`src/hdl/trm_pkg.sv`:
```
// trm_pkg: shared types and constants for the two-run merge unit.
// No dependencies; used by every other file of the block except trm_ram.
`timescale 1ns / 1ps

package trm_pkg;

    localparam int RUN_DEPTH    = 256;
    localparam int TAG_BITS     = 32;

    localparam int KEY_BITS     = 16;
    localparam int CMD_BITS     = 2;
    localparam int OUT_TAG_BITS = 32;

    // pointer holds 0..RUN_DEPTH, address holds 0..RUN_DEPTH-1
    localparam int PTR_W        = $clog2(RUN_DEPTH + 1);
    localparam int ADDR_W       = $clog2(RUN_DEPTH);
    localparam int TAG_WIDE     = (TAG_BITS > OUT_TAG_BITS) ? TAG_BITS : OUT_TAG_BITS;
    localparam int ENTRY_BITS   = KEY_BITS + TAG_BITS;

    typedef enum logic [CMD_BITS-1:0] {
        CMD_PUSH_A = 2'd0,
        CMD_PUSH_B = 2'd1,
        CMD_PULL   = 2'd2,
        CMD_CLEAR  = 2'd3
    } t_cmd;

    typedef struct packed {
        logic [KEY_BITS-1:0] key;
        logic [TAG_BITS-1:0] tag;
    } t_entry;

    typedef struct packed {
        logic push;
        logic pop;
        logic clear;
    } t_run_ctrl;

    typedef struct packed {
        logic   full;
        logic   nonempty;
        logic   one_left;
        t_entry head;
    } t_run_stat;

    typedef struct packed {
        logic [KEY_BITS-1:0]     out_key;
        logic [OUT_TAG_BITS-1:0] out_tag;
        logic                    from_run_b;
        logic                    empty_res;
        logic                    last;
        logic                    overflow;
    } t_result;

endpackage

```
`src/hdl/trm_skid.sv`:
```
// trm_skid: two-slot result register (output stage plus skid stage).
// Depends on trm_pkg.
`timescale 1ns / 1ps

module trm_skid (
    input  logic             i_clk,
    input  logic             i_rst_n,
    input  logic             i_valid,
    input  trm_pkg::t_result i_data,
    output logic             o_ready,
    output logic             o_valid,
    output trm_pkg::t_result o_data,
    input  logic             i_ready
);

    logic             r_v0, r_v1;
    trm_pkg::t_result r_d0, r_d1;

    // upstream only writes while the skid slot is free
    assign o_ready = !r_v1;
    assign o_valid = r_v0;
    assign o_data  = r_d0;

    always_ff @(posedge i_clk) begin
        if (!i_rst_n) begin
            r_v0 <= 1'b0;
            r_v1 <= 1'b0;
        end else if (!r_v0 || i_ready) begin
            if (r_v1) begin
                r_v0 <= 1'b1;
                r_v1 <= 1'b0;
            end else begin
                r_v0 <= i_valid;
            end
        end else if (i_valid) begin
            r_v1 <= 1'b1;
        end

        if (!r_v0 || i_ready) begin
            r_d0 <= r_v1 ? r_d1 : i_data;
        end else if (i_valid) begin
            r_d1 <= i_data;
        end
    end

endmodule
```
`config.mk`:
```
export PLATFORM = sky130hd
export DESIGN_NAME = trm_skid
export DESIGN_NICKNAME = d
export VERILOG_FILES = /design/src/hdl/trm_pkg.sv /design/src/hdl/trm_skid.sv
export SDC_FILE = /design/constraint.sdc
export NUM_CORES = 1
export LEC_CHECK = 0
export ABC_AREA = 1
export BUFFER_PORTS_ARGS = -buffer_cell sky130_fd_sc_hd__buf_2
export CORE_ASPECT_RATIO = 1.75
export CORE_MARGIN = 4
export CORE_UTILIZATION = 54
export CTS_BUF_LIST = sky130_fd_sc_hd__clkbuf_4 sky130_fd_sc_hd__clkbuf_8
export DETAILED_ROUTE_END_ITERATION = 6
export GPL_TIMING_DRIVEN = 1
export HOLD_SLACK_MARGIN = 0.06
export PLACE_DENSITY = 0.82
export SLEW_MARGIN = 15
export SYNTH_ARGS = -nofsm -noshare
export SYNTH_HDL_FRONTEND = slang
export SYNTH_SLANG_ARGS = --single-unit
```
`constraint.sdc`:
```
create_clock -name i_clk -period 5.92 [get_ports i_clk]
set_input_delay 0.296 -clock i_clk [delete_from_list [all_inputs] [get_ports i_clk]]
set_output_delay 0.296 -clock i_clk [all_outputs]
set_load 0.005 [all_outputs]
```
==> results.md <==
- Clock latency on the worst-skew pair, taken at its later pin, is approximately 350 ps.
- The number of standard-cell rows in the floorplan is 40.
- Registers take ~3200 um2.
- The average cell area after synthesis is 13.9 um2.
- The top achievable clock speed is 429 MHz.
- Cell internal power was estimated by the tool at 1.08 mW.
- CTS placed an instance of sky130_fd_sc_hd__clkbuf_8 at the clock tree root.
- The post-synth design cell area is between 3000 and 4000 um2.
- After detailed routing, the number of remaining DRC violations is 0.
- The total detailed-routing wirelength is between 7000 and 8000 um.
- The critical path's top delay family is flip-flops.
- The number of sinks on the clock net is between 100 and 150.
- In the synthesized netlist, the number of instances is 283.
- The critical path buffer and inverter count is 2.
- The buffer levels on the longest clock path is 2.
- In this run, synthesis inferred between 100 and 150 flip-flops with an integrated enable.
- The flow ran to the end, and the final reports show no timing, DRC or antenna violations.
- During I/O placement, the number of pins put on the boundary was between 100 and 150.
- The die area is between 8000 and 9000 um2.
- Dividing the detail-routed wire length by the instance count gives 15.0 um.
- Setup violations remaining at the end of the flow were counted as 0.
- The endpoint class of the critical path is a primary output.
- The endpoint arrival time on the critical path is approximately 2000 ps.
- The final period demand of the worst path is around 2300 ps.
- The slew at the pin closest to its max-slew limit is ~1100 ps.
- The number of cells on the worst reg-to-reg path is 3.
- The register bit count reported by yosys is roughly 110.
- The start point of the worst min-delay path is i_data[49].
- The switching part of the total is between 20% and 30%.
- The count of hold buffers inserted by post-cts repair is 0.
- Among all flip-flop cells after synthesis, the most frequent one is sky130_fd_sc_hd__edfxtp_1.
- The total track usage is 17.4%.
- The worst setup path is launched from a flop.
- Of the total power, registers draw 64.6%.
- After routing, the total negative slack on setup checks comes to 0 ps.
- The number of buffers created by CTS is 9.
- The setup skew after layout is 7.16 ps.
- The static leakage is between 2 and 2.5 nW.
- Entering global routing, the biggest net connects 56 pins.
- The via count normalized by instance count is ~4.9.
- The area growth from synthesis to layout is 18.5%.
- The dominant cell by count in the synthesized netlist is sky130_fd_sc_hd__nand2_1.
- The cell type with the highest aggregate area in the netlist is sky130_fd_sc_hd__edfxtp_1.
- The number of nets still failing antenna checks after routing is 0.
- The class of the most critical setup path is reg -> out.
- Port buffering added ~110 buffers.
- Of the available clock period, the critical path in the final layout requires 39.4%.
- In this run the worst path has a maximum fanout of 55.
- Detailed placement finished with a half-perimeter wire length of slightly below 5000 um.
- The fraction of post-synthesis cell area in the top cell type by area is 79.5%.
- The CTS tree is yes.
- The number of antenna violations at the first check in global routing is 0.
- Setup repair after global routing left no endpoint under its margin.
- The fraction of the yosys area taken by sequential cells is 80.5%.
- The slowest cell on the critical path is sky130_fd_sc_hd__dfxtp_2.
- The cell count of the worst hold path is 1.
- The longest individual stage delay on the worst path is 1030 ps.
- The part of the power in the clock network is between 20% and 30%.
- The floorplan step set the die height to around 120 um.
- The relative max-transition margin is 29.9%.
- The filler cell count is between 500 and 600.
- Before antenna repair, the detailed router went through 4 iterations.
- The worst register-to-register path has a setup slack of approximately 4000 ps.
- The number of setup buffers added after CTS is 0.
- The repair_antennas step left the layout with diodes totalling 0.
- For this block, the initial DRC count from the detailed router was 239.
- After clock tree synthesis, the clock-pin slew on the worst setup and hold paths is ~90 ps.
- The initial utilization of the core area, before any placement, comes to between 50% and 60%.
- The count of pins over their slew limit is 0.
- Max-cap violations in this run came to 0.
- Sorting the synthesized cells by area gives the leading types as sky130_fd_sc_hd__edfxtp_1 79%, sky130_fd_sc_hd__nand2_1 14%, sky130_fd_sc_hd__buf_6 1.4%.
- The number of endpoints with negative hold slack in the final report is 0.
- The number of global-route vias before repair came to between 2000 and 2500.
- The area of combinational cells with multiple inputs is 647 um2.
- The commonest cells after synthesis are 149 x sky130_fd_sc_hd__nand2_1, 104 x sky130_fd_sc_hd__edfxtp_1, 9 x sky130_fd_sc_hd__nand2_2.
- The total power is roughly 1.4 mW.
- The power share of the combinational group is between 7 and 8%.
- The core region is roughly 7000 um2.
- The maximum level of the CTS H-tree is 3.
- For this design the total switching power over the nets is a little under 0.3 mW.
- The total of cells resized after clock tree synthesis is 0.
- The share of async-settable or async-resettable flops after synthesis is 0%.
- The class of the worst hold path is in -> reg.
- Before CTS, the worst setup slack after placement is approximately 4000 ps.
- The required time of the worst setup path is around 5600 ps.
- The total via count after detailed routing is about 2400.
- The critical path launch point is r_v1$_SDFFE_PP0P_.
- The worst supply voltage drop on vdd is approximately 0.22 mV.
- In the final design database the tool counted 450 nets.
- In this run the horizontal extent of the chip is between 70 and 80 um.
- The path length in cells of the critical path is 2.
- The setup slack of the critical path after layout is between 3000 and 4000 ps.
- The congestion estimate from routability-driven global placement came to ~0.77.
- Traced cell by cell, the critical path runs through inv_6 > buf_2.
- For this run, the number of Yosys warnings is 0.
- Of the cells placed in the final design, the portion with a size suffix greater than 1 is a little over a third.
- The power per cell area is slightly below 300 nW/um2.
- The worst register-to-register path begins at r_v1$_SDFFE_PP0P_.
- The number of nets in the synthesized netlist is roughly 340.
- After synthesis, the netlist uses 12 different library cells.
- The global-route congestion overflow total is 0.
- The first-pass GRT wire length is between 10000 and 15000 um.
==> power groups by stage <==
stage	clock network (mW)	registers [mW]	logic [mW]
6_report	0.384	0.884	0.0995
5_1_grt	0.424	0.887	0.113
4_1_cts	0.391	0.884	0.101
3_5_place_dp	0	0.901	0.101
3_3_place_gp	0	0.900	0.0976
2_1_floorplan	0	0.904	0.0358
==> worst paths after layout <==
check	to
max reg2reg	o_data[38]$_DFFE_PP_
min	r_d1[49]$_DFFE_PP_
max	o_ready
min reg2reg	r_v1$_SDFFE_PP0P_
==> metal layers <==
| layer | wire [um] | GRT usage [%] |
|---|---|---|
| met3 | 504 | 4.56 |
| met5 | 0 | 0 |
| met4 | 191 | 8.66 |
| met2 | 3710 | 28.3 |
| met1 | 2830 | 21.3 |
==> sequential cells by signal (all words and copies together) (netlist names) <==
register,count
o_valid,1
r_v1,1
r_d1,52
o_data,52
==> cells by family (layout without fill, tap and decap cells) <==
logic type	count (synthesis)	count (layout)	synth area share, %
buffers and inverters	14	130	3.31
flip-flops	106	106	80.5
AND/OR/NAND/NOR	162	162	16.1
AO/OA/AOI/OAI	1	1	0.127
==> layout make-up <==
type                    instances  share of cell area, %
clock buffers                  12                   3.14
clock inverters                 4                  0.403
inverters                       3                  0.349
multi-input cells             163                   13.9
flip-flops and latches        106                   67.9
well taps                      84                   2.26
repair buffers                111                   12.0
==> metrics by stage <==
stage          instances  area (um2)  hold WS [ps]  utilization (%)
2_1_floorplan        283        3930           395                -
3_3_place_gp         467        4490           488             64.6
3_5_place_dp         467        4490           490             64.6
4_1_cts              483        4660           113             67.0
5_1_grt              483        4660           111             67.0
6_report             483        4660           129             67.0
==> worst register-to-register path, delay by kind of cell (launching register included) <==
family                 cells  cell delay, ps
AND/OR/NAND/NOR            2             270
buffers and inverters      1             360
flip-flops                 1            1030
==> cell usage in the layout (no fill, tap or decap), drive strengths merged <==
cell / count
buf: 111
nor2: 3
nand2: 158
nand3: 1
inv: 3
clkbuf: 12
o21ai: 1
edfxtp: 104
dfxtp: 2
clkinv: 4
No activity file was read; power rests on OpenSTA's default activity.
